### src/hdl/pipm_pkg.sv
// Shared types and constants for the PWM pulse and period meter.
package pipm_pkg;

    localparam int OUT_W     = 24;
    localparam int MIN_W     = 24;
    localparam int DISC_W    = 8;
    localparam int STALL_W   = 16;
    localparam int IDLE_W    = 16;
    localparam int DUTY_W    = 14;
    localparam int FREQ_W    = 27;
    localparam int CFG_W     = 27;
    localparam int CFG_IDX_W = 3;
    localparam int MUL_K_W   = 14;

    localparam logic [IDLE_W-1:0]  IDLE_MAX  = 16'hFFFF;
    localparam logic [DUTY_W-1:0]  DUTY_FULL = 14'd10000;
    localparam logic [MUL_K_W-1:0] DUTY_MUL  = 14'd10000;

    localparam logic [CFG_IDX_W-1:0] CFG_MIN_COUNT     = 3'd0;
    localparam logic [CFG_IDX_W-1:0] CFG_DISCARD_COUNT = 3'd1;
    localparam logic [CFG_IDX_W-1:0] CFG_STALL_LIMIT   = 3'd2;
    localparam logic [CFG_IDX_W-1:0] CFG_TIMEOUT_TICKS = 3'd3;
    localparam logic [CFG_IDX_W-1:0] CFG_CLOCK_HZ      = 3'd4;

    localparam logic OP_POLL = 1'b0;
    localparam logic OP_TICK = 1'b1;

    // Result beat layout, lowest bit first
    localparam int OT_WIDTH_LSB  = 0;
    localparam int OT_PERIOD_LSB = 24;
    localparam int OT_DUTY_LSB   = 48;
    localparam int OT_FREQ_LSB   = 62;
    localparam int OT_MODE_BIT   = 89;
    localparam int OT_CLR_BIT    = 90;
    localparam int OT_ACC_BIT    = 91;
    localparam int OUT_TDATA_W   = 96;

    typedef struct packed {
        logic load;   // input beat taken: update channel state
        logic mul;    // form width * 10000
        logic start;  // launch both dividers
        logic push;   // load result register
    } t_cmd;

    typedef struct packed {
        logic div_busy;
        logic out_hold;  // result register full and not being taken
    } t_sts;

endpackage

### src/hdl/pipm_div.sv
// Restoring divider, one quotient bit per cycle.
module pipm_div
    import pipm_pkg::*;
#(
    parameter int NUM_W = 38,
    parameter int DEN_W = 24
) (
    input  logic             i_clk,
    input  logic             i_rst_n,
    input  logic             i_start,
    input  logic [NUM_W-1:0] i_num,
    input  logic [DEN_W-1:0] i_den,
    output logic             o_busy,
    output logic [NUM_W-1:0] o_quot
);

    localparam int CNT_W = $clog2(NUM_W + 1);

    logic [DEN_W-1:0] r_rem, r_den, n_rem;
    logic [NUM_W-1:0] r_num;
    logic [CNT_W-1:0] r_cnt;
    logic             r_busy;
    logic [DEN_W:0]   sh, sub;
    logic             ge;

    always_comb begin
        sh    = {r_rem, r_num[NUM_W-1]};
        ge    = (sh >= {1'b0, r_den});
        sub   = sh - {1'b0, r_den};
        n_rem = ge ? sub[DEN_W-1:0] : sh[DEN_W-1:0];
    end

    always_ff @(posedge i_clk) begin
        if (!i_rst_n) begin
            r_busy <= 1'b0;
            r_cnt  <= '0;
        end else if (i_start) begin
            r_busy <= 1'b1;
            r_cnt  <= CNT_W'(NUM_W);
        end else if (r_busy) begin
            r_cnt <= r_cnt - 1'b1;
            if (r_cnt == CNT_W'(1)) begin
                r_busy <= 1'b0;
            end
        end
    end

    // Quotient bits shift in where numerator bits shift out
    always_ff @(posedge i_clk) begin
        if (i_start) begin
            r_rem <= '0;
            r_den <= i_den;
            r_num <= i_num;
        end else if (r_busy) begin
            r_rem <= n_rem;
            r_num <= {r_num[NUM_W-2:0], ge};
        end
    end

    assign o_busy = r_busy;
    assign o_quot = r_num;

endmodule

### src/hdl/pipm_ctrl.sv
// Sequencer for one meter item: update, multiply, divide, deliver.
module pipm_ctrl
    import pipm_pkg::*;
(
    input  logic i_clk,
    input  logic i_rst_n,
    input  logic i_s_tvalid,
    output logic o_s_tready,
    input  t_sts i_sts,
    output t_cmd o_cmd
);

    localparam logic [2:0] S_IDLE  = 3'd0;
    localparam logic [2:0] S_MUL   = 3'd1;
    localparam logic [2:0] S_START = 3'd2;
    localparam logic [2:0] S_DIV   = 3'd3;
    localparam logic [2:0] S_PUSH  = 3'd4;

    logic [2:0] r_state, n_state;

    always_comb begin
        n_state = r_state;
        o_cmd   = '0;
        case (r_state)
            S_IDLE: begin
                if (i_s_tvalid) begin
                    o_cmd.load = 1'b1;
                    n_state    = S_MUL;
                end
            end
            S_MUL: begin
                o_cmd.mul = 1'b1;
                n_state   = S_START;
            end
            S_START: begin
                o_cmd.start = 1'b1;
                n_state     = S_DIV;
            end
            S_DIV: begin
                if (!i_sts.div_busy) begin
                    n_state = S_PUSH;
                end
            end
            S_PUSH: begin
                // hold until the result register frees up
                if (!i_sts.out_hold) begin
                    o_cmd.push = 1'b1;
                    n_state    = S_IDLE;
                end
            end
            default: n_state = S_IDLE;
        endcase
    end

    always_ff @(posedge i_clk) begin
        if (!i_rst_n) begin
            r_state <= S_IDLE;
        end else begin
            r_state <= n_state;
        end
    end

    assign o_s_tready = (r_state == S_IDLE);

endmodule

### src/hdl/pipm_dp.sv
// Channel state, configuration registers, duty and frequency arithmetic.
module pipm_dp
    import pipm_pkg::*;
#(
    parameter int STAMP_BITS = 24
) (
    input  logic                   i_clk,
    input  logic                   i_rst_n,
    input  t_cmd                   i_cmd,
    output t_sts                   o_sts,
    input  logic                   i_op,
    input  logic [STAMP_BITS-1:0]  i_capture_a,
    input  logic [STAMP_BITS-1:0]  i_capture_b,
    input  logic                   i_cfg_wr_en,
    input  logic [CFG_IDX_W-1:0]   i_cfg_idx,
    input  logic [CFG_W-1:0]       i_cfg_wdata,
    output logic                   o_m_tvalid,
    input  logic                   i_m_tready,
    output logic [OUT_TDATA_W-1:0] o_m_tdata
);

    localparam int PROD_W = STAMP_BITS + MUL_K_W;
    localparam int CMP_W  = (STAMP_BITS > MIN_W) ? STAMP_BITS : MIN_W;

    logic [MIN_W-1:0]   r_min_count;
    logic [DISC_W-1:0]  r_discard_count;
    logic [STALL_W-1:0] r_stall_limit;
    logic [STALL_W-1:0] r_timeout_ticks;
    logic [FREQ_W-1:0]  r_clock_hz;

    logic [STAMP_BITS-1:0] r_last_stamp, n_last_stamp;
    logic [IDLE_W-1:0]     r_idle, n_idle, idle_inc;
    logic [DISC_W-1:0]     r_discard_left, n_discard_left;
    logic                  r_period_mode, n_period_mode;
    logic [STAMP_BITS-1:0] r_width_store, n_width_store;
    logic [STAMP_BITS-1:0] r_period_store, n_period_store;
    logic                  r_clr, n_clr, r_acc, n_acc;
    logic [STAMP_BITS-1:0] diff;

    logic [PROD_W-1:0] r_prod;
    logic [PROD_W-1:0] duty_quot;
    logic [FREQ_W-1:0] freq_quot;
    logic              duty_busy, freq_busy;
    logic [DUTY_W-1:0] duty;
    logic [FREQ_W-1:0] freq;
    logic              both_set;
    logic              r_m_valid;
    logic [OUT_TDATA_W-1:0] r_m_data, n_m_data;

    always_ff @(posedge i_clk) begin
        if (!i_rst_n) begin
            r_min_count     <= MIN_W'(50);
            r_discard_count <= DISC_W'(3);
            r_stall_limit   <= STALL_W'(10);
            r_timeout_ticks <= STALL_W'(20);
            r_clock_hz      <= FREQ_W'(5000000);
        end else if (i_cfg_wr_en) begin
            case (i_cfg_idx)
                CFG_MIN_COUNT:     r_min_count     <= i_cfg_wdata[MIN_W-1:0];
                CFG_DISCARD_COUNT: r_discard_count <= i_cfg_wdata[DISC_W-1:0];
                CFG_STALL_LIMIT:   r_stall_limit   <= i_cfg_wdata[STALL_W-1:0];
                CFG_TIMEOUT_TICKS: r_timeout_ticks <= i_cfg_wdata[STALL_W-1:0];
                CFG_CLOCK_HZ:      r_clock_hz      <= i_cfg_wdata[FREQ_W-1:0];
                default: ;
            endcase
        end
    end

    assign diff     = i_capture_a - i_capture_b;
    assign idle_inc = (r_idle == IDLE_MAX) ? r_idle : r_idle + 1'b1;

    always_comb begin
        n_last_stamp   = r_last_stamp;
        n_idle         = r_idle;
        n_discard_left = r_discard_left;
        n_period_mode  = r_period_mode;
        n_width_store  = r_width_store;
        n_period_store = r_period_store;
        n_clr          = 1'b0;
        n_acc          = 1'b0;
        if (i_op == OP_POLL) begin
            if (i_capture_a != r_last_stamp) begin
                n_last_stamp = i_capture_a;
                n_idle       = '0;
                if (r_discard_left != '0) begin
                    n_discard_left = r_discard_left - 1'b1;
                end else if (CMP_W'(diff) >= CMP_W'(r_min_count)) begin
                    n_discard_left = r_discard_count;
                    n_acc          = 1'b1;
                    n_period_mode  = !r_period_mode;
                    if (!r_period_mode) begin
                        n_width_store = diff;
                    end else begin
                        n_period_store = diff;
                    end
                end
            end else begin
                n_idle = idle_inc;
                n_clr  = (idle_inc > r_stall_limit);
            end
        end else begin
            n_idle = idle_inc;
            // timeout drops both measurements
            if (idle_inc > r_timeout_ticks) begin
                n_width_store  = '0;
                n_period_store = '0;
            end
        end
    end

    always_ff @(posedge i_clk) begin
        if (!i_rst_n) begin
            r_last_stamp   <= '0;
            r_idle         <= '0;
            r_discard_left <= '0;
            r_period_mode  <= 1'b0;
            r_width_store  <= '0;
            r_period_store <= '0;
        end else if (i_cmd.load) begin
            r_last_stamp   <= n_last_stamp;
            r_idle         <= n_idle;
            r_discard_left <= n_discard_left;
            r_period_mode  <= n_period_mode;
            r_width_store  <= n_width_store;
            r_period_store <= n_period_store;
        end
    end

    always_ff @(posedge i_clk) begin
        if (i_cmd.load) begin
            r_clr <= n_clr;
            r_acc <= n_acc;
        end
        if (i_cmd.mul) begin
            r_prod <= PROD_W'(r_width_store) * PROD_W'(DUTY_MUL);
        end
    end

    pipm_div #(.NUM_W(PROD_W), .DEN_W(STAMP_BITS)) u_div_duty (
        .i_clk   (i_clk),
        .i_rst_n (i_rst_n),
        .i_start (i_cmd.start),
        .i_num   (r_prod),
        .i_den   (r_period_store),
        .o_busy  (duty_busy),
        .o_quot  (duty_quot)
    );

    pipm_div #(.NUM_W(FREQ_W), .DEN_W(STAMP_BITS)) u_div_freq (
        .i_clk   (i_clk),
        .i_rst_n (i_rst_n),
        .i_start (i_cmd.start),
        .i_num   (r_clock_hz),
        .i_den   (r_period_store),
        .o_busy  (freq_busy),
        .o_quot  (freq_quot)
    );

    always_comb begin
        both_set = (r_width_store != '0) && (r_period_store != '0);
        duty     = '0;
        freq     = '0;
        if (both_set) begin
            // floor at zero once width reaches the period
            if (duty_quot < PROD_W'(DUTY_FULL)) begin
                duty = DUTY_FULL - duty_quot[DUTY_W-1:0];
            end
            freq = freq_quot;
        end
        n_m_data = '0;
        n_m_data[OT_WIDTH_LSB  +: OUT_W]  = OUT_W'(r_width_store);
        n_m_data[OT_PERIOD_LSB +: OUT_W]  = OUT_W'(r_period_store);
        n_m_data[OT_DUTY_LSB   +: DUTY_W] = duty;
        n_m_data[OT_FREQ_LSB   +: FREQ_W] = freq;
        n_m_data[OT_MODE_BIT]             = r_period_mode;
        n_m_data[OT_CLR_BIT]              = r_clr;
        n_m_data[OT_ACC_BIT]              = r_acc;
    end

    always_ff @(posedge i_clk) begin
        if (!i_rst_n) begin
            r_m_valid <= 1'b0;
        end else if (i_cmd.push) begin
            r_m_valid <= 1'b1;
        end else if (i_m_tready) begin
            r_m_valid <= 1'b0;
        end
    end

    always_ff @(posedge i_clk) begin
        if (i_cmd.push) begin
            r_m_data <= n_m_data;
        end
    end

    assign o_sts.div_busy = duty_busy || freq_busy;
    assign o_sts.out_hold = r_m_valid && !i_m_tready;
    assign o_m_tvalid     = r_m_valid;
    assign o_m_tdata      = r_m_data;

endmodule

### src/hdl/pwm_input_pulse_period_meter_top.sv
// Top level of the PWM input pulse width and period meter.
//
//  channel   dir  handshake               contents
//  s (item)  in   i_s_tvalid/o_s_tready   tdata, tuser = operation
//  m (result)out  o_m_tvalid/i_m_tready   tdata, 96 bits
//  cfg       in   i_cfg_wr_en             i_cfg_idx, i_cfg_wdata
//
// An item passes the update, multiply, start, divide and push states before its
// result is registered; the bit-serial divider forming width * 10000 / period
// paces it and the frequency divider runs alongside. No item is taken until the
// last is pushed. Reset is synchronous and restores the register defaults.
// The next item is taken while a result still waits in the output register;
// a result that is not taken stalls the sequencer just before delivery.
module pwm_input_pulse_period_meter_top
    import pipm_pkg::*;
#(
    parameter int STAMP_BITS = 24
) (
    input  logic                   i_clk,
    input  logic                   i_rst_n,
    input  logic                   i_s_tvalid,
    output logic                   o_s_tready,
    // capture_a, capture_b, zero fill
    input  logic [((2*STAMP_BITS+7)/8)*8-1:0] i_s_tdata,
    // operation
    input  logic                   i_s_tuser,
    output logic                   o_m_tvalid,
    input  logic                   i_m_tready,
    // pulse_width, period_count, duty_centi_pct, freq_hz, measure_period,
    // clear_status, accepted, zero fill
    output logic [OUT_TDATA_W-1:0] o_m_tdata,
    input  logic                   i_cfg_wr_en,
    input  logic [CFG_IDX_W-1:0]   i_cfg_idx,
    input  logic [CFG_W-1:0]       i_cfg_wdata
);

    t_cmd cmd;
    t_sts sts;

    pipm_ctrl u_ctrl (
        .i_clk      (i_clk),
        .i_rst_n    (i_rst_n),
        .i_s_tvalid (i_s_tvalid),
        .o_s_tready (o_s_tready),
        .i_sts      (sts),
        .o_cmd      (cmd)
    );

    pipm_dp #(.STAMP_BITS(STAMP_BITS)) u_dp (
        .i_clk       (i_clk),
        .i_rst_n     (i_rst_n),
        .i_cmd       (cmd),
        .o_sts       (sts),
        .i_op        (i_s_tuser),
        .i_capture_a (i_s_tdata[STAMP_BITS-1:0]),
        .i_capture_b (i_s_tdata[2*STAMP_BITS-1:STAMP_BITS]),
        .i_cfg_wr_en (i_cfg_wr_en),
        .i_cfg_idx   (i_cfg_idx),
        .i_cfg_wdata (i_cfg_wdata),
        .o_m_tvalid  (o_m_tvalid),
        .i_m_tready  (i_m_tready),
        .o_m_tdata   (o_m_tdata)
    );

endmodule

### config.mk
export PLATFORM = sky130hd
export DESIGN_NAME = pwm_input_pulse_period_meter_top
export DESIGN_NICKNAME = d
export VERILOG_FILES = /design/src/hdl/pipm_pkg.sv /design/src/hdl/pipm_div.sv /design/src/hdl/pipm_ctrl.sv /design/src/hdl/pipm_dp.sv /design/src/hdl/pwm_input_pulse_period_meter_top.sv
export SDC_FILE = /design/constraint.sdc
export NUM_CORES = 1
export LEC_CHECK = 0
export ABC_AREA = 0
export ABC_CLOCK_PERIOD_IN_PS = 15200
export BUFFER_PORTS_ARGS = -buffer_cell sky130_fd_sc_hd__buf_2
export CORE_MARGIN = 5
export CORE_UTILIZATION = 60
export DETAILED_ROUTE_END_ITERATION = 8
export PLACE_DENSITY_LB_ADDON = 0.1
export SYNTH_ARGS = -nofsm -noshare
export SYNTH_HDL_FRONTEND = slang
export SYNTH_HIERARCHICAL = 1
export SYNTH_SLANG_ARGS = --single-unit
### constraint.sdc
create_clock -name i_clk -period 15.2 [get_ports i_clk]
set_clock_uncertainty 0.2 [all_clocks]
set_input_delay 0.76 -clock i_clk [delete_from_list [all_inputs] [get_ports i_clk]]
set_output_delay 0.76 -clock i_clk [all_outputs]
set_load 0.005 [all_outputs]
# After elaboration in Yosys (flattened, before gate mapping)
# Index checks and enable logic that the tools add are counted.
[totals] wordCells=145 register_bits=470 output_inout_bits=98
[classes] multipliers=1 eq_ne=18 bitwise_logic=4 reduce_logical=32 n_mux=45 n_addsub=8 magnitude_cmp=6
[ops] op="two-way mux 24 bit" n=13
[ops] op="two-way mux 38 bit" n=2
[ops] op="subtractor 24 bit" n=3
[ops] op="two-way mux 27 bit" n=2
[ops] op=">= comparator 25 x 24 -> 1 bit" n=2
[ops] op="two-way mux 16 bit" n=3
[ops] op="nonzero test 24 bit" n=2
[ops] op="< comparator 38 x 14 -> 1 bit (second input constant)" n=1
[ops] op="multiplier 24 x 10 -> 34 bit (second input constant)" n=1
[ops] op="greater-than comparator 16 bit" n=2
[ops] op=">= comparator 24 bit" n=1
[ops] op="!= test 24 bit" n=1
[ops] op="adder 16 x 1 -> 16 bit (second input constant)" n=1
[ops] op="equality test 16 bit (second input constant)" n=1
[ops] op="two-way mux 8 bit" n=2
[ops] op="two-way mux 1 bit" n=15
[ops] op="one-hot mux 3 bit (5 select lines)" n=1
[ops] op="nonzero test 2 bit" n=7
[ops] op="subtractor 14 bit (first input constant)" n=1
[ops] op="equality test 3 x 2 -> 1 bit (second input constant)" n=4
[ops] op="two-way mux 6 bit" n=2
[ops] op="AND reduction 2 bit" n=6
[ops] op="AND reduction 6 bit" n=2
[ops] op="two-way mux 5 bit" n=2
[ops] op="other kinds (21)" n=37

# Logic depth before layout (Yosys ltp)
# Gate-level depths: netlist of run 1.
[logic_depth] word_depth=6 depth_mapped=22 depth_no_buf=20

# By module
# The synthesis of run 1 kept the hierarchy.
[modules_own_cells] mod="pipm_dp" cells_each=2052 area_each_um2=18971.9 instances=1
[modules_own_cells] mod="pipm_div (u_dp.u_div_duty)" cells_each=502 area_each_um2=5325.1 instances=1
[modules_own_cells] mod="pipm_div (u_dp.u_div_freq)" cells_each=423 area_each_um2=4490.6 instances=1
[modules_own_cells] mod="pipm_ctrl" cells_each=19 area_each_um2=181.4 instances=1

# Least setup slack after synthesis of run 1
# Ideal clock, no wire load.
[synth_path] kind="in2reg" startpoint="input i_m_tready" endpoint="register u_dp.r_m_data[0], in the netlist u_dp/o_m_tdata[0] (enable)" setup_ps=805 setup_slack_ps=3927 path_stages=2 arrival_time_ps=10268 n_path_buf=0 path_cell_list="nor2b_1 -> nor4b_1"
[synth_rtl] item="from (decl)" line_no="pwm_input_pulse_period_meter_top.sv:28" text="input logic i_m_tready,"
[synth_rtl] item="to (signal assigned)" line_no="pipm_dp.sv:192" text="r_m_data <= n_m_data;"
[synth_rtl] item="to (decl)" line_no="pipm_dp.sv:48" text="logic [OUT_TDATA_W-1:0] r_m_data, n_m_data;"

# Worst setup path in the final report of run 1
[layout_path] startpoint="register u_dp.r_width_store[5]" endpoint="register u_dp.r_prod[37], data pin"
[layout_via] elab_chain_len=1
[layout_rtl] item="from (decl)" line_no="pipm_dp.sv:35" text="logic [STAMP_BITS-1:0] r_width_store, n_width_store;"
[layout_rtl] item="from (signal assigned)" line_no="pipm_dp.sv:124" text="r_width_store <= n_width_store;"
[layout_rtl] item="multiplier 24 x 10 -> 34 bit" line_no="pipm_dp.sv:135" text="r_prod <= PROD_W'(r_width_store) * PROD_W'(DUTY_MUL);"
[layout_rtl] item="to (signal assigned)" line_no="pipm_dp.sv:135"
[layout_rtl] item="to (decl)" line_no="pipm_dp.sv:40" text="logic [PROD_W-1:0] r_prod;"
# Every way passes these cells.
# A chain may end at the register's enable or synchronous reset.

==> results of run 1 <==
power groups by stage:
| stage | Combinational (mW) | Sequential, mW | Clock [mW] |
|---|---|---|---|
| finish | 1.32 | 1.66 | 1.41 |
| floorplan | 1.04 | 1.65 | 0 |
| global route | 1.46 | 1.67 | 1.49 |
| detailed placement | 1.30 | 1.68 | 0 |
| global placement | 1.27 | 1.68 | 0 |
| CTS | 1.31 | 1.66 | 1.43 |
routing by layer:
metal  global-route usage [%]  vias up  wire length, um
met3                     5.35      137             4860
met1                     37.0    10670            32100
met2                     43.7      688            33900
li1                         -    10703                -
met5                        0        -                0
met4                     7.75        0             2030
flip-flops by register name, indices dropped and copies added (netlist names), 16 cells and up:
| signal | cells |
|---|---|
| u_dp/r_idle | 16 |
| u_dp/u_div_freq/o_quot | 27 |
| u_dp/u_div_freq/r_rem | 24 |
| u_dp/r_min_count | 24 |
| u_dp/r_clock_hz | 27 |
| u_dp/r_last_stamp | 24 |
| u_dp/o_m_tdata | 92 |
| u_dp/u_div_duty/r_den | 24 |
| u_dp/r_width_store | 24 |
| u_dp/r_stall_limit | 16 |
| u_dp/u_div_duty/o_quot | 38 |
| u_dp/r_timeout_ticks | 16 |
| u_dp/r_prod | 34 |
| u_dp/u_div_duty/r_rem | 24 |
| u_dp/u_div_freq/r_den | 24 |
| u_dp/r_period_store | 24 |
cells by family after synthesis:
logic type                 count (synthesis)
buffers and inverters                    477
xor gates and xnor gates                 131
DFF                                      494
other                                      1
AOI/OAI and AO/OA                        564
and+or+nand+nor                          899
adders and majority gates                303
muxes                                    127
worst reg2reg max path, cell delays in order, from the launching register on:
cell	delay, ns
dfxtp_1	0.65
fa_1	0.51
ha_1	0.29
inv_1	0.05
fa_1	0.52
inv_1	0.04
ha_1	0.26
inv_1	0.05
fa_1	0.50
inv_1	0.04
ha_1	0.34
inv_1	0.12
o22ai_1	0.15
o21ai_0	0.43
a31oi_1	0.27
a2111o_1	0.44
a21oi_1	0.36
o41ai_1	0.16
xor2_1	0.16
layout make-up:
type	count	area, um2
fill	3742	15500
multi-input combinational	2032	14800
sequential	494	12300
clock buffer	75	1610
inverter	359	1350
timing repair buffer	196	1040
tap	615	769
clock inverter	25	334
antenna	1	2.50
layout by cell type, fill, tap and decap left out, types with 20 or more instances in the layout:
cell type / Yosys / final
nor2_1: 198 / 198
nand4_1: 33 / 33
o211ai_1: 25 / 25
xnor2_1: 91 / 91
fa_1: 62 / 62
a21o_1: 38 / 38
o21ai_0: 83 / 83
clkbuf_16: 0 / 59
a211oi_1: 32 / 31
mux2i_1: 59 / 59
nor3_1: 46 / 46
mux2_2: 67 / 67
nor4_1: 24 / 24
and2_1: 44 / 44
ha_1: 241 / 241
and3_1: 36 / 36
dfxtp_1: 253 / 252
buf_2: 17 / 177
a21oi_1: 193 / 193
o21a_1: 27 / 27
nor2b_1: 20 / 20
nand3_1: 79 / 79
edfxtp_1: 241 / 241
xor2_1: 40 / 40
nand2_1: 344 / 344
inv_1: 356 / 356
how the worst max path moves through the flow:
stage	end	depth (start not counted)	slack, ns	start
after floorplan	u_dp/o_m_tdata[0]	2	3.93	i_m_tready
after global placement	u_dp/r_width_store[5]	20	9.32	i_s_tdata[0]
after CTS	u_dp/r_prod[36]	18	9.42	u_dp/r_width_store[7]
final	u_dp/r_prod[37]	18	9.38	u_dp/r_width_store[5]
after global routing	u_dp/r_prod[37]	18	9.16	u_dp/r_width_store[9]
after detailed placement	u_dp/r_width_store[3]	20	9.09	i_s_tdata[0]
==> run_results.csv, run 1 <==
group,metric,value,unit
routing,vias,22198,
power,p_sw,1.44,mW
grt,grt_pass1_vias,21482,
sta,relSlewSlack,22.6,%
power,clkPwrFrac,32.1,%
worst_setup_path,path_delay_family,"adder cells",
synth,synthDominantCellAreaShare,25.0,%
floorplanning,die_h,230,um
status,status,"finished clean",
finish,instances_no_fill,3797,
sta,maxSlewViolCount,0,
routing,drt_iter0_markers,1509,
synth,synth.area.top_cells,"edfxtp_1 25%, dfxtp_1 17%, ha_1 10%",
worst_setup_path,cpMostUsedCell,"inv_1",
min_path,min_to,"u_dp/r_clock_hz[19]",
routing,antenna_left,0,
floorplanning,die_w,230,um
clocking,holdBufCountCts,0,
synth,synth_area,29000,um2
clocking,insertion_delay,0.60,ns
power,max-vdd-ir-drop,0.0933,mV
synth,synth.area.mux_share,4.69,%
synth,yosys-top-cells-count,"356 x inv_1, 344 x nand2_1, 253 x dfxtp_1",
sta,tightest_slew,1.16,ns
clocking,cts.clk_slew.worst_paths,0.06,ns
clocking,clockBufferDepth,3,
worst_setup_path,cp_data_required_time,15.33,ns
worst_setup_path,endpoint_kind,"flop",
synth,syn_inst,2996,
sta,setup_ws,9.38,ns
routing,drt_wl_total,72900,um
power,power_leakage,13.7,nW
worst_setup_path,r2r-end,"u_dp/r_prod[37]",
worst_setup_path,cpPeakStageDelay,0.65,ns
power,seqPwrFrac,37.8,%
finish,drive_gt1_share,12.9,%
finish,final_core_util,67.6,%
synth,yosysTopAreaCell,"edfxtp_1",
synth,synthArstFlopShare,0,%
min_path,min_path_type,"in -> reg",
worst_setup_path,startpoint_type,"flop",
routing,vias_per_cell,5.85,
floorplanning,initial_core_util,60.7,%
placed_design,dp_hpwl,53200,um
routing,drc_errors,0,
worst_setup_path,cpMaxStageDelayCell,"dfxtp_1",
power,p_int,2.95,mW
routing,wl_per_cell,19.2,um
min_path,hold_depth,3,
finish,area_growth_syn_to_layout,11.3,%
worst_setup_path,crit_chain,"fa_1 > ha_1 > inv_1 > fa_1 > inv_1 > ha_1 > inv_1 > fa_1 > inv_1 > ha_1 > inv_1 > o22ai_1 > o21ai_0 > a31oi_1 > a2111o_1 > a21oi_1 > o41ai_1 > xor2_1",
sta,rsz0062_at_grt,"no",
worst_setup_path,worstSetupPathType,"reg -> reg",
worst_setup_path,worst_ep_arrival_time,5.95,ns
synth,yosys.area_share.adder,14.7,%
synth,synth-compound-area-share,13.1,%
synth,synth_edf_count,241,
floorplanning,dieArea,52800,um2
sta,timing.fmax,172,MHz
synth,yosysMostFrequentCell,"inv_1",
sta,setup_viol,0,
finish,nets,3524,
synth,synth_top_family_by_area,"adder cells",
placed_design,dp.cells,3696,
sta,holdWs,0.201,ns
floorplanning,core,47700,um2
sta,period_minus_slack,5.82,ns
placed_design,place_area,30300,um2
placed_design,place_ws,9.09,ns
floorplanning,placementRows,80,
sta,period_share,38.3,%
synth,synth_ff_type,"dfxtp_1",
sta,setup_tns,0,ns
min_path,hold_path.startpoint,"i_cfg_wdata[19]",
power,power.density,136,nW/um2
worst_setup_path,crit_buf_inv,5,
finish,finalInstanceArea,32300,um2
worst_setup_path,r2r_start,"u_dp/r_width_store[5]",
grt,grt_overflow,0,
run,cap_violations,0,
clocking,clock-sinks,494,
grt,antenna_found_initial,2,
clocking,tritoncts,"built",
grt,grt_pass1_wl,115000,um
clocking,ctsResizeCount,0,
placed_design,globalplace.congestion,0.905,
grt,grt.total_usage,26.9,%
clocking,post-cts-setup-buffers,0,
power,total_power,4.39,mW
sta,hold_viol_final,0,
synth,yosys.area_share.simple,14.5,%
power,combPwrFrac,30.1,%
grt,grt_max_degree,130,
floorplanning,ios,182,
power,switching_share,32.8,%
clocking,numCtsBuffers,54,
worst_setup_path,rrSetupSlack,9.38,ns
placed_design,io_buffer_count,177,
synth,synth_seq_cells,494,
synth,ys_warn_count,6,
clocking,clockRootBuffer,"clkbuf_16",
synth,ys_types,96,
routing,first_pass_iters,5,
worst_setup_path,rr_worst_depth,18,
worst_setup_path,worstPathMaxFanout,8,
synth,ys_seq_area_share,42.5,%
synth,synth_xor_area_share,3.96,%
clocking,htree_num_levels,2,
synth,syn_area_per_cell,9.67,um2
(Power assumes the default switching activity.)
==> run 2, diff against run 1 <==
--- a/config.mk
+++ b/config.mk
@@ -6,7 +6,7 @@
 export NUM_CORES = 1
 export LEC_CHECK = 0
 export ABC_AREA = 0
-export ABC_CLOCK_PERIOD_IN_PS = 15200
+export ABC_CLOCK_PERIOD_IN_PS = 5900
 export BUFFER_PORTS_ARGS = -buffer_cell sky130_fd_sc_hd__buf_2
 export CORE_MARGIN = 5
 export CORE_UTILIZATION = 60
==> constraint.sdc (replaced) <==
create_clock -name i_clk -period 5.9 [get_ports i_clk]
set_clock_uncertainty 0.2 [all_clocks]
set_input_delay 0.295 -clock i_clk [delete_from_list [all_inputs] [get_ports i_clk]]
set_output_delay 0.295 -clock i_clk [all_outputs]
set_load 0.005 [all_outputs]
==> run 2 against run 1 <==
  * Non-clock buffer count is 73 higher
  * Sequential share of layout area fell by 0.65 points
  * Setup slack worse by 9.1 ns
  * Design area rose by 1.8%
  * First-iteration DRC count is 4.5% higher
  * Sequential power grew to 2.6 times the previous value
  * Largest power group unchanged
  * Highest routed layer unchanged
==> run_results.csv, run 2 (synthesis gave the netlist of run 1 again) <==
group,metric,value,unit
clocking,post-cts-setup-buffers,0,
power,switching_share,33.3,%
routing,vias,22355,
clocking,clockRootBuffer,"clkbuf_16",
sta,rsz0062_at_grt,"no",
routing,drt_iter0_markers,1577,
grt,antenna_found_initial,1,
floorplanning,core,47700,um2
grt,grt_max_degree,154,
sta,period_minus_slack,5.59,ns
power,p_sw,3.69,mW
routing,wl_per_cell,18.9,um
min_path,min_path_type,"in -> reg",
sta,relSlewSlack,25.6,%
grt,grt_pass1_wl,117000,um
routing,first_pass_iters,6,
power,power_leakage,13.9,nW
clocking,htree_num_levels,2,
finish,nets,3595,
sta,setup_tns,0,ns
finish,area_growth_syn_to_layout,13.3,%
finish,final-seq-area,12300,um2
placed_design,globalplace.congestion,0.936,
sta,tightest_slew,1.11,ns
grt,grt_overflow,0,
finish,final_cell_mix,"356 x inv_1, 344 x nand2_1, 250 x dfxtp_1",
clocking,cts.clk_slew.worst_paths,0.07,ns
clocking,numCtsBuffers,52,
floorplanning,die_w,230,um
finish,mostFrequentLayoutCell,"inv_1",
placed_design,place_ws,0.284,ns
worst_setup_path,cp_data_required_time,6.04,ns
power,clkPwrFrac,30.5,%
status,status,"finished clean",
floorplanning,initial_core_util,60.7,%
finish,fillCellCount,3744,
clocking,clockBufferDepth,3,
routing,vias_per_cell,5.78,
routing,drt_wl_total,73000,um
finish,largest_reg_flops,92,
worst_setup_path,worstPathMaxFanout,8,
power,max-vdd-ir-drop,0.279,mV
worst_setup_path,startpoint_type,"flop",
grt,grt_pass1_vias,21988,
clocking,tritoncts,"built",
worst_setup_path,endpoint_kind,"flop",
placed_design,io_buffer_count,177,
sta,timing.fmax,179,MHz
placed_design,dp_hpwl,53200,um
sta,maxSlewViolCount,0,
power,seqPwrFrac,38.6,%
finish,drive_gt1_share,13.0,%
power,combPwrFrac,31.0,%
sta,setup_ws,0.312,ns
sta,hold_viol_final,0,
run,cap_violations,0,
placed_design,dp.cells,3710,
finish,multiInputGateArea,14900,um2
routing,drc_errors,0,
sta,setup_viol,0,
floorplanning,ios,182,
grt,grt.total_usage,27.0,%
floorplanning,placementRows,80,
power,p_int,7.40,mW
clocking,insertion_delay,0.61,ns
worst_setup_path,worstSetupPathType,"reg -> reg",
worst_setup_path,worst_ep_arrival_time,5.73,ns
routing,antenna_left,0,
floorplanning,die_h,230,um
clocking,clock-sinks,494,
finish,instances_no_fill,3868,
floorplanning,dieArea,52800,um2
power,power.density,338,nW/um2
sta,period_share,94.7,%
[run 2: cell count changes in the layout (fill, tap and decap cells not counted), sizes merged]
cell and delta:
buf +14, bufinv -3, clkbuf -3, clkinv +5
clkinvlp +2, dlygate4sd3 +59, inv -3
[run 2: layout make-up]
cell class	instances	area share [%]
Inverter	359	4.11
Clock buffer	72	4.62
Antenna cell	1	0.00762
Tap cell	615	2.34
Clock inverter	26	0.812
Sequential cell	494	37.5
Multi-Input combinational cell	2032	45.3
Timing Repair Buffer	269	5.33
[run 2: worst paths after layout]
kind	from	endpoint	slack, ns	cells after the start
setup / recovery	u_dp/r_width_store[5]	u_dp/r_prod[37]	0.31	18
hold / removal	i_s_tdata[24]	u_dp/r_width_store[0]	0.13	4
setup reg to reg	u_dp/r_width_store[5]	u_dp/r_prod[37]	0.31	18
hold reg to reg	u_dp/r_acc	u_dp/o_m_tdata[91]	0.24	0
[run 2: repair_timing]
item / CTS / global route
hold buffers: 59 / 0
resized for setup: 0 / 2
endpoints found under the setup margin: 0 / 2
endpoints found under the hold margin: 123 / 0
[run 2: routing by layer]
layer / GRT usage, % / share of wire [%] / vias to the layer above
met3: 3.96 / 5.5 / 137
met5: 0 / 0 / -
met2: 45.0 / 48 / 630
met1: 36.6 / 44 / 10778
li1: - / - / 10810
met4: 8.91 / 3.2 / 0
[run 2: through the flow]
step | cell area [um2] | hold slack (ns) | power (mW) | utilization [%]
finish | 32800 | 0.128 | 11.1 | 68.7
global route | 32800 | 0.134 | 11.7 | 68.7
CTS | 32800 | 0.0864 | 11.1 | 68.7
detailed placement | 30400 | 0.208 | 7.71 | 63.8
global placement | 30400 | 0.219 | 7.61 | 63.8
floorplan | 29000 | 0.200 | 6.94 | -
[run 2: worst max-delay path, cell delays in order, from the launching register on]
cell	delay, ns
dfxtp_1	0.56
fa_1	0.49
ha_1	0.29
inv_1	0.05
fa_1	0.54
inv_1	0.05
ha_1	0.27
inv_1	0.05
fa_1	0.50
inv_1	0.04
ha_1	0.33
inv_1	0.12
o22ai_1	0.15
o21ai_0	0.46
a31oi_2	0.23
a2111o_1	0.40
a21oi_1	0.29
o41ai_1	0.15
xor2_1	0.15
[run 2: power by group through the flow]
stage | clock, mW | combinational [mW] | sequential [mW]
finish | 3.38 | 3.44 | 4.28
global route | 3.59 | 3.83 | 4.32
CTS | 3.43 | 3.42 | 4.27
detailed placement | 0 | 3.37 | 4.34
global placement | 0 | 3.28 | 4.33
floorplan | 0 | 2.69 | 4.25
==> run 3, diff against run 2 <==
--- a/config.mk
+++ b/config.mk
@@ -6,10 +6,11 @@
 export NUM_CORES = 1
 export LEC_CHECK = 0
 export ABC_AREA = 0
-export ABC_CLOCK_PERIOD_IN_PS = 5900
+export ABC_CLOCK_PERIOD_IN_PS = 5000
 export BUFFER_PORTS_ARGS = -buffer_cell sky130_fd_sc_hd__buf_2
+export CAP_MARGIN = 20
 export CORE_MARGIN = 5
-export CORE_UTILIZATION = 60
+export CORE_UTILIZATION = 56
 export DETAILED_ROUTE_END_ITERATION = 8
 export PLACE_DENSITY_LB_ADDON = 0.1
 export SYNTH_ARGS = -nofsm -noshare
==> constraint.sdc (replaced) <==
create_clock -name i_clk -period 5 [get_ports i_clk]
set_clock_uncertainty 0.2 [all_clocks]
set_input_delay 0.25 -clock i_clk [delete_from_list [all_inputs] [get_ports i_clk]]
set_output_delay 0.25 -clock i_clk [all_outputs]
set_load 0.005 [all_outputs]
==> run 3 against run 2 <==
  * Clock-buffer cell count grew 1
  * Combinational power grew 25%
  * Non-clock buffer count grew 99
  * Highest routed layer unchanged
==> run_results.csv, run 3 (synthesis gave the netlist of run 1 again) <==
group,metric,value,unit
floorplanning,ios,182,
grt,grt_pass1_wl,119000,um
clocking,cts.clk_slew.worst_paths,0.06,ns
routing,highest_layer,"met4",
floorplanning,dieArea,56400,um2
worst_setup_path,cpMaxStageDelayCell,"fa_1",
worst_setup_path,cpPeakStageDelay,0.49,ns
min_path,min_path_type,"in -> reg",
placed_design,place_ws,-0.173,ns
worst_setup_path,startpoint_type,"flop",
finish,mostFrequentLayoutCell,"inv_1",
finish,area_growth_syn_to_layout,17.9,%
worst_setup_path,worstPathMaxFanout,5,
placed_design,dp_hpwl,54900,um
grt,grt_overflow,0,
floorplanning,core,51300,um2
sta,setup_viol,0,
sta,setup_ws,0.0587,ns
finish,largest_reg_flops,92,
grt,grt_pass1_vias,22075,
power,max-vdd-ir-drop,0.278,mV
finish,multiInputGateArea,15200,um2
power,power.density,394,nW/um2
routing,drc_errors,0,
floorplanning,die_h,237,um
sta,relSlewSlack,28.5,%
finish,fillCellCount,4134,
clocking,clock-sinks,494,
grt,grt_max_degree,77,
routing,wl_per_cell,18.5,um
floorplanning,placementRows,83,
power,power_leakage,14.5,nW
routing,drt_wl_total,74700,um
clocking,tritoncts,"built",
sta,tightest_slew,1.07,ns
routing,routed-wl-met3,3900,um
worst_setup_path,worst_ep_arrival_time,5.21,ns
clocking,insertion_delay,0.61,ns
finish,final-seq-area,12300,um2
floorplanning,initial_core_util,56.5,%
routing,first_pass_iters,5,
finish,final_core_util,66.6,%
sta,period_minus_slack,4.94,ns
finish,nets,3697,
clocking,clockBufferDepth,3,
worst_setup_path,cp_data_required_time,5.27,ns
clocking,htree_num_levels,2,
clocking,clockRootBuffer,"clkbuf_16",
routing,drt_iter0_markers,1609,
run,cap_violations,0,
worst_setup_path,crit_chain,"fa_1 > ha_1 > inv_1 > fa_1 > inv_1 > ha_1 > inv_1 > fa_1 > inv_2 > ha_4 > a21o_1 > a21oi_4 > a311o_1 > a22oi_2 > a221o_1 > a221o_1 > or4_1 > nand4_1",
sta,hold_viol_final,0,
routing,vias_per_cell,5.64,
finish,final_cell_mix,"346 x inv_1, 344 x nand2_1, 241 x edfxtp_1",
sta,period_share,98.8,%
grt,grt.total_usage,25.8,%
routing,antenna_left,0,
sta,rsz0062_at_grt,"yes",
worst_setup_path,worstSetupPathType,"reg -> reg",
grt,antenna_found_initial,1,
routing,wl_met2,35700,um
finish,drive_gt1_share,17.5,%
finish,insertedDiodeCount,0,
status,status,"finished clean",
placed_design,io_buffer_count,177,
floorplanning,die_w,237,um
worst_setup_path,endpoint_kind,"flop",
sta,holdWs,0.0694,ns
clocking,numCtsBuffers,55,
routing,vias,22760,
sta,maxSlewViolCount,0,
placed_design,globalplace.congestion,0.887,
sta,setup_tns,0,ns
routing,wl_met1,33000,um
power,total_power,13.5,mW
sta,timing.fmax,202,MHz
==> run 3: cell types whose count changed in the layout (fill, tap and decap cells not counted), sizes merged <==
cell,before,now
buf,210,312
clkinv,18,23
dlygate4sd3,59,55
clkinvlp,4,1
inv,359,362
clkbuf,72,74
diode,1,0
==> run 3: worst paths after layout <==
kind	start	end	slack (ns)	depth (start not counted)
min	i_rst_n	u_dp/r_width_store[5]	0.07	3
min reg2reg	u_dp/r_acc	u_dp/o_m_tdata[91]	0.24	0
max reg2reg	u_dp/r_width_store[9]	u_dp/r_prod[34]	0.06	18
max	u_dp/r_width_store[9]	u_dp/r_prod[34]	0.06	18
==> run 3: worst max-delay path: cells and delay by family, from the launching register on <==
kind	cells	cell delay, ns
compound gates	6	1.36
fa+ha+maj	6	2.21
buf+inv	4	0.17
flops	1	0.37
simple gates	2	0.49
==> run 3: through the flow <==
| stage | cell area, um2 | cells |
|---|---|---|
| 2_1_floorplan | 29000 | 3003 |
| 3_3_place_gp | 31200 | 3861 |
| 3_5_place_dp | 31200 | 3861 |
| 4_1_cts | 33800 | 4028 |
| 5_1_grt | 34100 | 4037 |
| 6_report | 34100 | 4037 |
==> run 3: cell type report <==
class / count / share of cell area [%]
inverters: 359 / 3.95
clock buffers: 73 / 4.59
clock inverters: 31 / 0.843
well taps: 680 / 2.49
multi-input cells: 2032 / 44.4
flip-flops and latches: 494 / 36.2
repair buffers: 368 / 7.53
==> run 3: power by group <==
part	switching (mW)	internal (mW)	total [mW]
clock network	1.69	2.42	4.11
logic	2.47	1.83	4.30
registers	0.322	4.71	5.04
==> run 3: repair_timing <==
action,CTS,global route
endpoints found under the hold margin,120,0
setup buffers,8,5
pin swaps,40,23
hold buffers,55,0
setup endpoints to repair,7,59
gates resized for setup,43,33
==> run 3: metal layers <==
metal	vias up	global-route usage [%]
met2	621	42.8
li1	11028	-
met3	126	3.69
met5	-	0
met1	10985	35.6
met4	0	7.28
